### config.mk
export PLATFORM = sky130hd
export DESIGN_NAME = positional_pid_with_deadband_core
export DESIGN_NICKNAME = d
export VERILOG_FILES = /design/src/rtl/core/ppid_db_pkg.sv /design/src/rtl/core/positional_pid_with_deadband_core.sv
export SDC_FILE = /design/constraint.sdc
export NUM_CORES = 2
export LEC_CHECK = 0
export ABC_AREA = 1
export BUFFER_PORTS_ARGS = -buffer_cell sky130_fd_sc_hd__buf_2
export CAP_MARGIN = 20
export CORE_UTILIZATION = 56
export CTS_BUF_LIST = sky130_fd_sc_hd__clkbuf_4 sky130_fd_sc_hd__clkbuf_8
export CTS_CLUSTER_DIAMETER = 50
export DETAILED_ROUTE_END_ITERATION = 16
export PLACE_DENSITY = 0.72
export SETUP_SLACK_MARGIN = 0.1
export SLEW_MARGIN = 30
export SYNTH_ARGS = -nofsm -noshare
export SYNTH_HDL_FRONTEND = slang
export SYNTH_SLANG_ARGS = --single-unit
### constraint.sdc
create_clock -name clk -period 29.8 [get_ports clk]
set_input_delay 2.98 -clock clk [delete_from_list [all_inputs] [get_ports clk]]
set_output_delay 2.98 -clock clk [all_outputs]
set_load 0.005 [all_outputs]
### src/rtl/core/ppid_db_pkg.sv
// Shared types and constants for the positional PID controller with deadband.
`default_nettype none

package ppid_db_pkg;

    localparam int GAIN_W     = 16;
    localparam int DRIVE_W    = 16;
    localparam int SUM_W      = 32;
    localparam int CFG_IDX_W  = 3;
    localparam int CFG_DATA_W = 16;

    // Request kinds carried on the input tuser
    localparam logic OP_COMPUTE = 1'b0;
    localparam logic OP_CLEAR   = 1'b1;

    typedef enum logic [CFG_IDX_W-1:0] {
        REG_KP_GAIN     = 3'd0,
        REG_KI_GAIN     = 3'd1,
        REG_KD_GAIN     = 3'd2,
        REG_DRIVE_UPPER = 3'd3,
        REG_DRIVE_LOWER = 3'd4,
        REG_DEAD_BAND   = 3'd5
    } cfg_reg_t;

    localparam logic [GAIN_W-1:0]         KP_RESET          = 16'd100;
    localparam logic [GAIN_W-1:0]         KI_RESET          = 16'd100;
    localparam logic [GAIN_W-1:0]         KD_RESET          = 16'd5;
    localparam logic signed [DRIVE_W-1:0] DRIVE_UPPER_RESET = 16'sd1800;
    localparam logic signed [DRIVE_W-1:0] DRIVE_LOWER_RESET = -16'sd1800;
    localparam logic [GAIN_W-1:0]         DEAD_BAND_RESET   = 16'd3;

    localparam logic signed [SUM_W-1:0] SUM_MAX = {1'b0, {(SUM_W-1){1'b1}}};
    localparam logic signed [SUM_W-1:0] SUM_MIN = {1'b1, {(SUM_W-1){1'b0}}};

endpackage

`default_nettype wire

### src/rtl/core/positional_pid_with_deadband_core.sv
// Positional PID controller with deadband: input register, one-pass compute, result register.
`default_nettype none

// One result per request, one request per cycle sustained while m_tready holds
// the output open. A request is captured in an input register, the error,
// saturating integral, three gain products, halving and clamp are formed in one
// pass, and the result register and the controller state are written together
// at the edge where the request moves on. The per-request figure is set by the
// state loop through the integral adder, the integral multiplier and the clamp,
// which has no register inside it. A clear request zeroes the state and answers
// 0; the gain and clamp registers keep their values.
module positional_pid_with_deadband_core #(
    parameter int SAMPLE_WIDTH = 16
) (
    input  logic                                clk,
    input  logic                                rst_n,
    input  logic                                s_tvalid,
    output logic                                s_tready,
    // target [SAMPLE_WIDTH-1:0], measured [2*SAMPLE_WIDTH-1:SAMPLE_WIDTH], zero pad
    input  logic [((2*SAMPLE_WIDTH+7)/8)*8-1:0] s_tdata,
    // op [0]
    input  logic [0:0]                          s_tuser,
    output logic                                m_tvalid,
    input  logic                                m_tready,
    // drive [15:0]
    output logic [ppid_db_pkg::DRIVE_W-1:0]     m_tdata,
    // held [0]
    output logic [0:0]                          m_tuser,
    input  logic                                cfg_wen,
    input  logic [ppid_db_pkg::CFG_IDX_W-1:0]   cfg_index,
    input  logic [ppid_db_pkg::CFG_DATA_W-1:0]  cfg_wdata
);
    import ppid_db_pkg::*;

    localparam int EW  = SAMPLE_WIDTH + 1;
    localparam int DEW = SAMPLE_WIDTH + 2;
    localparam int SXW = ((EW > SUM_W) ? EW : SUM_W) + 1;
    localparam int CW  = ((EW > GAIN_W) ? EW : GAIN_W) + 1;
    localparam int PPW = GAIN_W + EW + 1;
    localparam int PIW = GAIN_W + SUM_W + 1;
    localparam int PDW = GAIN_W + DEW + 1;
    localparam int PW  = (((PIW > PDW) ? PIW : PDW) > PPW ? ((PIW > PDW) ? PIW : PDW) : PPW) + 2;

    // Configuration registers
    logic [GAIN_W-1:0]         kp_gain_reg;
    logic [GAIN_W-1:0]         ki_gain_reg;
    logic [GAIN_W-1:0]         kd_gain_reg;
    logic signed [DRIVE_W-1:0] drive_upper_reg;
    logic signed [DRIVE_W-1:0] drive_lower_reg;
    logic [GAIN_W-1:0]         dead_band_reg;

    // Controller state
    logic signed [EW-1:0]      last_error_reg;
    logic signed [SUM_W-1:0]   error_sum_reg;
    logic signed [DRIVE_W-1:0] last_drive_reg;

    // Input stage
    logic                           in_valid_reg;
    logic                           in_op_reg;
    logic signed [SAMPLE_WIDTH-1:0] in_target_reg;
    logic signed [SAMPLE_WIDTH-1:0] in_measured_reg;

    // Result stage
    logic                      out_valid_reg;
    logic signed [DRIVE_W-1:0] out_drive_reg;
    logic                      out_held_reg;

    logic advance;

    logic signed [EW-1:0]      err;
    logic signed [DEW-1:0]     derr;
    logic signed [SXW-1:0]     sum_wide;
    logic signed [SUM_W-1:0]   sum_sat;
    logic signed [CW-1:0]      err_cmp;
    logic signed [CW-1:0]      band;
    logic                      held_next;
    logic signed [PPW-1:0]     prod_p;
    logic signed [PIW-1:0]     prod_i;
    logic signed [PDW-1:0]     prod_d;
    logic signed [PW-1:0]      pid_total;
    logic signed [PW-1:0]      raw_drive;
    logic signed [DRIVE_W-1:0] drive_next;

    assign advance  = in_valid_reg && (!out_valid_reg || m_tready);
    assign s_tready = !in_valid_reg || advance;

    assign m_tvalid   = out_valid_reg;
    assign m_tdata    = out_drive_reg;
    assign m_tuser[0] = out_held_reg;

    always_comb
    begin
        err      = EW'(in_target_reg) - EW'(in_measured_reg);
        derr     = DEW'(err) - DEW'(last_error_reg);
        sum_wide = SXW'(error_sum_reg) + SXW'(err);
        if (sum_wide > SXW'(SUM_MAX))
        begin
            sum_sat = SUM_MAX;
        end
        else if (sum_wide < SXW'(SUM_MIN))
        begin
            sum_sat = SUM_MIN;
        end
        else
        begin
            sum_sat = sum_wide[SUM_W-1:0];
        end

        err_cmp   = CW'(err);
        band      = $signed(CW'(dead_band_reg));
        held_next = (err_cmp < band) && (err_cmp > -band);

        prod_p    = $signed({1'b0, kp_gain_reg}) * err;
        prod_i    = $signed({1'b0, ki_gain_reg}) * sum_sat;
        prod_d    = $signed({1'b0, kd_gain_reg}) * derr;
        pid_total = PW'(prod_p) + PW'(prod_i) + PW'(prod_d);

        // Halve with rounding toward minus infinity
        raw_drive = held_next ? PW'(last_drive_reg) : (pid_total >>> 1);

        // Upper bound is tested first, so with crossed bounds a value at or above the upper one gives the upper one
        if (raw_drive >= PW'(drive_upper_reg))
        begin
            drive_next = drive_upper_reg;
        end
        else if (raw_drive <= PW'(drive_lower_reg))
        begin
            drive_next = drive_lower_reg;
        end
        else
        begin
            drive_next = raw_drive[DRIVE_W-1:0];
        end
    end

    always_ff @(posedge clk or negedge rst_n)
    begin
        if (!rst_n)
        begin
            kp_gain_reg     <= KP_RESET;
            ki_gain_reg     <= KI_RESET;
            kd_gain_reg     <= KD_RESET;
            drive_upper_reg <= DRIVE_UPPER_RESET;
            drive_lower_reg <= DRIVE_LOWER_RESET;
            dead_band_reg   <= DEAD_BAND_RESET;
        end
        else if (cfg_wen)
        begin
            unique case (cfg_reg_t'(cfg_index))
                REG_KP_GAIN:     kp_gain_reg     <= cfg_wdata;
                REG_KI_GAIN:     ki_gain_reg     <= cfg_wdata;
                REG_KD_GAIN:     kd_gain_reg     <= cfg_wdata;
                REG_DRIVE_UPPER: drive_upper_reg <= $signed(cfg_wdata);
                REG_DRIVE_LOWER: drive_lower_reg <= $signed(cfg_wdata);
                REG_DEAD_BAND:   dead_band_reg   <= cfg_wdata;
                default:         ; // drop writes beyond the register list
            endcase
        end
    end

    always_ff @(posedge clk or negedge rst_n)
    begin
        if (!rst_n)
        begin
            in_valid_reg   <= 1'b0;
            out_valid_reg  <= 1'b0;
            last_error_reg <= '0;
            error_sum_reg  <= '0;
            last_drive_reg <= '0;
        end
        else
        begin
            if (s_tready)
            begin
                in_valid_reg <= s_tvalid;
            end
            if (advance)
            begin
                out_valid_reg <= 1'b1;
            end
            else if (m_tready)
            begin
                out_valid_reg <= 1'b0;
            end
            if (advance)
            begin
                if (in_op_reg == OP_CLEAR)
                begin
                    last_error_reg <= '0;
                    error_sum_reg  <= '0;
                    last_drive_reg <= '0;
                end
                else
                begin
                    last_error_reg <= err;
                    error_sum_reg  <= sum_sat;
                    last_drive_reg <= drive_next;
                end
            end
        end
    end

    always_ff @(posedge clk)
    begin
        if (s_tvalid && s_tready)
        begin
            in_op_reg       <= s_tuser[0];
            in_target_reg   <= $signed(s_tdata[SAMPLE_WIDTH-1:0]);
            in_measured_reg <= $signed(s_tdata[2*SAMPLE_WIDTH-1:SAMPLE_WIDTH]);
        end
        if (advance)
        begin
            if (in_op_reg == OP_CLEAR)
            begin
                out_drive_reg <= '0;
                out_held_reg  <= 1'b0;
            end
            else
            begin
                out_drive_reg <= drive_next;
                out_held_reg  <= held_next;
            end
        end
    end

`ifndef ASSERT_OFF
    a_stall_needs_request: assert property (@(posedge clk) disable iff (!rst_n)
        !s_tready |-> (in_valid_reg && out_valid_reg && !m_tready))
        else $error("input stalled without a waiting request");

    a_clear_zeroes: assert property (@(posedge clk) disable iff (!rst_n)
        (advance && in_op_reg == OP_CLEAR) |=>
        (error_sum_reg == '0 && last_error_reg == '0 && last_drive_reg == '0
         && out_drive_reg == '0 && !out_held_reg))
        else $error("clear request left state or result nonzero");

    a_no_hold_zero_band: assert property (@(posedge clk) disable iff (!rst_n)
        (advance && dead_band_reg == '0) |=> !out_held_reg)
        else $error("drive held with zero deadband");

    a_state_tracks_result: assert property (@(posedge clk) disable iff (!rst_n)
        advance |=> (last_drive_reg == out_drive_reg))
        else $error("stored drive differs from delivered drive");
`endif

endmodule

`default_nettype wire

# == Word level (Yosys, flattened, before mapping) ==
# Cells that the tools add are included.
# word_totals
reg_bits,213
out_inout_bits,19
in_bits,57
word_cells,61
# classes
mul,3
n_reduce_logical,15
add_sub_neg,6
eq_ne,5
magnitude_cmp,6
n_mux,10
# ops
operator,count
32-bit two-way mux,3
50-bit by 35-bit adder with 51-bit output,1
51-bit by 16-bit greater-or-equal comparator with 1-bit output,1
51-bit by 16-bit <= comparator with 1-bit output,1
51-bit two-way mux,1
34-bit by 49-bit adder with 50-bit output,1
17-bit by 32-bit multiplier with 49-bit output,1
16-bit two-way mux,3
17-bit by 18-bit multiplier with 35-bit output,1
17-bit by 17-bit multiplier with 34-bit output,1
32-bit by 17-bit adder with 33-bit output,1
"33-bit by 32-bit greater-than comparator with 1-bit output, second input constant",1
"33-bit by 32-bit < comparator with 1-bit output, second input constant",1
17-bit by 18-bit greater-than comparator with 1-bit output,1
16-bit negation with 18-bit output,1
17-bit by 17-bit subtractor with 18-bit output,1
17-bit < comparator,1
17-bit two-way mux,1
16-bit by 16-bit subtractor with 17-bit output,1
2-bit AND reduction,6
"3-bit by 2-bit equality test with 1-bit output, second input constant",2
"3-bit equality test, second input constant",2
"3-bit by 1-bit equality test with 1-bit output, second input constant",1
1-bit logical AND,3
other kinds (5),8

# == Depth between registers and ports, before layout ==
# depth
ltp_word,13
ltp_mapped,83
depth_no_buf,79

# == Worst setup path before layout ==
# Ideal clock, no wire load.
# synth_path
path_kind,reg-to-reg
start,register in_target_reg[0]
end,"register out_drive_reg[10], in the netlist m_tdata[10] (data pin)"
path_stages_with_launch,62
slack_ns,17.018
path_buffers,2
t_arrival_ns,12.527
synth_period_minus_slack_ns,12.782
required_ns,29.545
setup_ns,0.255
cell_sequence,edfxtp_1 inv_1 ha_1 inv_1 fa_1 nand3_1 nand2_1 inv_1 o21ai_2 nand3_1 nand2_1 nand2_1 nand2_2 inv_1 clkbuf_1 ha_1 inv_1 nor3_1 (+26 left out) a21oi_1 o21ai_0 nand2_1 inv_1 ha_1 inv_1 nor2_1 inv_1 nor2_1 nand2_1 nor4b_1 nand2_1 nand3_1 nand3_2 inv_2 buf_2 nand3_1 and2_1
# synth_via
elab_chain_cells,13
word_cells_on_any_way,21
classes_between,add/sub: 5; mul: 3; order compare: 6; mux: 6; reduce/logical: 1
# synth_lines
item,line_no,text
"start, declared",positional_pid_with_deadband_core.sv:60,logic signed [SAMPLE_WIDTH-1:0] in_target_reg;
"start signal, assigned",positional_pid_with_deadband_core.sv:208,in_target_reg <= $signed(s_tdata[SAMPLE_WIDTH-1:0]);
16-bit by 16-bit subtractor with 17-bit output (*),positional_pid_with_deadband_core.sv:93,err = EW'(in_target_reg) - EW'(in_measured_reg);
32-bit by 17-bit adder with 33-bit output,positional_pid_with_deadband_core.sv:95,sum_wide = SXW'(error_sum_reg) + SXW'(err);
33-bit by 32-bit < comparator with 1-bit output,positional_pid_with_deadband_core.sv:100,else if (sum_wide < SXW'(SUM_MIN))
32-bit two-way mux,positional_pid_with_deadband_core.sv:100,
32-bit two-way mux,positional_pid_with_deadband_core.sv:96,if (sum_wide > SXW'(SUM_MAX))
17-bit by 32-bit multiplier with 49-bit output,positional_pid_with_deadband_core.sv:114,"prod_i = $signed({1'b0, ki_gain_reg}) * sum_sat;"
34-bit by 49-bit adder with 50-bit output,positional_pid_with_deadband_core.sv:116,pid_total = PW'(prod_p) + PW'(prod_i) + PW'(prod_d);
50-bit by 35-bit adder with 51-bit output,positional_pid_with_deadband_core.sv:116,
51-bit two-way mux (*),positional_pid_with_deadband_core.sv:119,raw_drive = held_next ? PW'(last_drive_reg) : (pid_total >>> 1);
51-bit by 16-bit <= comparator with 1-bit output,positional_pid_with_deadband_core.sv:126,else if (raw_drive <= PW'(drive_lower_reg))
16-bit two-way mux,positional_pid_with_deadband_core.sv:126,
16-bit two-way mux (*),positional_pid_with_deadband_core.sv:122,if (raw_drive >= PW'(drive_upper_reg))
16-bit two-way mux (*),n/a,
"end signal, assigned",positional_pid_with_deadband_core.sv:220,out_drive_reg <= drive_next;
"end, declared",positional_pid_with_deadband_core.sv:65,logic signed [DRIVE_W-1:0] out_drive_reg;
# Mark *: on every way between the ends. The rest lies on a longest branch, timed or not.
# A chain may end at the register's enable or synchronous reset.

# == Worst setup path in the final report ==
# layout_path
start,register in_target_reg[7]
end,"register out_drive_reg[0], in the netlist m_tdata[0] (data pin)"
# The elaborated chain is that of the path after synthesis.

==> key figures <==
Floorplan
  – Die W: 320 microns
  – Initial core utilization: 56.5%
  – DIE AREA: 0.102 sq mm
  – Std cell rows: 116
  – I/O pin cnt: 76
  – Core ar.: 0.100 sq mm
  – Die Height: 320 microns

Drt
  – Drt via density: 5.70
  – TritonRoute pass-1 iters: 9
  – Vias: 45300
  – Total wire length: 185 mm
  – DR iter-0 viols: about 4600
  – Post-DR wirelength/cell: 23.3 microns
  – Routed Antenna Nets: 0
  – Residual DRC: 0

Synth
  – Synth Area in Compound Gates: 7.08%
  – Register area share after synthesis: approximately a tenth
  – Simple-Gate Fraction of Synth Area: around 15%
  – Adder-Cell Fraction of Synth Area: between 50% and 60%
  – Post-synthesis instance area: 0.0566 sq mm
  – Dominant synthesized flop cell: dfrtp_1
  – Synthesis Warnings: 0
  – Post-Synth XOR/XNOR Area: 1.33%
  – Post-synth EDFFs: 50
  – Syn avg cell area: between 8 and 9 sq um
  – Fraction of registers with async set/reset: 76.5%
  – Largest family of logic cells by synthesized area: adder cells
  – Mux share of post-synthesis cell area: 0%
  – Post-Synthesis Cells: 6639
  – Yosys reg bits: between 200 and 250
  – Synth cell types: 60
  – Syn Nets: 8414

Clock network
  – CTS sink count: roughly 210
  – Setup Buffers After CTS: 0
  – # hold bufs at CTS: 0
  – Htree depth: 2
  – Max Buffers Root-to-Sink: 3
  – Worst-Skew Late Latency: 0.69 ns
  – Reg clk slew, reported paths: 0.06 ns
  – CTS tree: yes
  – CTS buffer count: 44
  – Root buffer selected by CTS: clkbuf_8
  – Post-CTS Resized: 0

Timing
  – RSZ-0062 raised after global routing: false
  – Final setup margin: ~13 ns
  – Final Slew Violations: 0
  – Total negative setup slack: 0 ns
  – Tightest Pin Transition: 0.983 ns
  – Final setup viols: 0
  – Max-Slew Margin vs Limit: ~34%
  – Final Hold Vio Count: 0
  – Final min period: 16.51 ns
  – Period utilization: 55.4%
  – Fmax: 60.6 MHz
  – Worst clock skew: 0.0717 ns

Setup path
  – Worst Setup Start Kind: flip-flop
  – Worst Path Buf+Inv: 14
  – Crit path required time: 30.18 ns
  – Critical path type: reg -> reg
  – Endpoint class of the critical path: flip-flop
  – Arr. time, crit path: about 17 ns
  – Critical path fanouts, max: 154
  – Slowest CP cell: nor2_2
  – CP most frequent cell: nand2_1
  – Slowest cell delay on critical path: 0.72 ns
  – Critical path's top delay family: adder cells

Layout
  – Final nets: 8376
  – Share of layout cells above drive strength 1: about 5.8%
  – Final Instance Area: 0.0591 sq mm
  – Largest register FFs: 32
  – Fill count: ~9000
  – Area Overhead vs Synth: 4.38%
  – Area of all sequential standard cells: 0.00561 sq mm
  – Commonest non-fill, non-tap cells in the layout: inv_1, nand2_1, fa_1, ha_1, a21oi_1
  – Area of the multi-input gates: ~0.044 sq mm
  – Commonest non-fill, non-tap cell in the layout: inv_1

Global route
  – Total grt overflow: 0
  – First-pass GRT wire length: between 200 and 300 mm
  – GRT Total Usage: approximately 38%
  – Largest net degree at the start of global routing: approximately 190
  – Vias in the first global route: 47400
  – Initial antenna violation count: 12

Status
  – Status: complete, no violations

Placed design
  – Post-DP HPWL: 154 mm
  – GPL Wtd Cong: 1.05
  – Pre-CTS setup slack: between 10 and 15 ns
  – Port Buffers: 75
  – Placed Area: between 0.05 and 0.06 sq mm

Flow run
  – Max_cap viols: 0

Hold path
  – Worst Hold Class: reg -> reg
## layer usage
metal | GRT usage, % | wire length [microns]
met5 | 0 | 24
met1 | 53.1 | 75300
met2 | 55.8 | 78900
met3 | 8.85 | 20800
met4 | 16.2 | 9640
## synthesized netlist by cell type (30+ instances only)
master / count / area [sq um]
nand4_1: 30 / 188
o21ai_0: 211 / 1060
nor2_1: 394 / 1480
ha_1: 520 / 6510
nand2_1: 1249 / 4690
dfrtp_1: 139 / 3480
clkbuf_1: 154 / 578
buf_2: 38 / 190
inv_1: 1629 / 6110
a21oi_1: 402 / 2010
xor2_1: 56 / 490
nand3_1: 168 / 841
fa_1: 1198 / 24000
edfxtp_1: 50 / 1500
nand2_4: 35 / 394
nand2_2: 33 / 206
## path summary, 6_finish.rpt
| check | startpoint | endpoint | slack (ns) | cells past startpoint |
|---|---|---|---|---|
| max | in_target_reg[7] | m_tdata[0] | 13.29 | 67 |
| min | last_drive_reg[0] | last_drive_reg[0] | 0.48 | 2 |
| max reg2reg | in_target_reg[7] | m_tdata[0] | 13.29 | 67 |
| min reg2reg | last_drive_reg[0] | last_drive_reg[0] | 0.48 | 2 |
| max in group asynchronous | rst_n | drive_upper_reg[0] | 26.13 | 2 |
| min in group asynchronous | rst_n | last_error_reg[1] | 2.27 | 1 |
## final cells by class
class                      count  area share [%]
tap                         1298            2.75
clock buffer                  62            1.30
antenna                        4          0.0169
clock inverter                20           0.309
inverter                    1650            10.5
sequential                   213            9.50
timing repair buffer         133            1.44
multi-input combinational   4559            74.2
## cell families (layout without fill, tap and decap cells)
group	Yosys count	count (layout)
buf+inv	1867	1865
compound gates	739	739
other cells	0	4
flops	213	213
xor+xnor	85	85
fa+ha+maj	1718	1718
simple gates	2017	2017
## per-stage QoR
step | std cells | utilization, % | hold WS (ns)
floorplan | 6639 | - | 0.449
global placement | 7852 | 58.0 | 0.463
detailed placement | 7852 | 58.0 | 0.466
CTS | 7934 | 58.9 | 0.481
global route | 7937 | 59.0 | 0.489
finish | 7939 | 59.0 | 0.480
## tightest hold or removal path, cell delays in order, from the launching register on
cell,delay (ns)
dfrtp_1,0.34
nand2_1,0.05
nand2_1,0.05
Power is not shown: default switching activity piles up to over one toggle a cycle in this logic, so the estimate is an artifact.
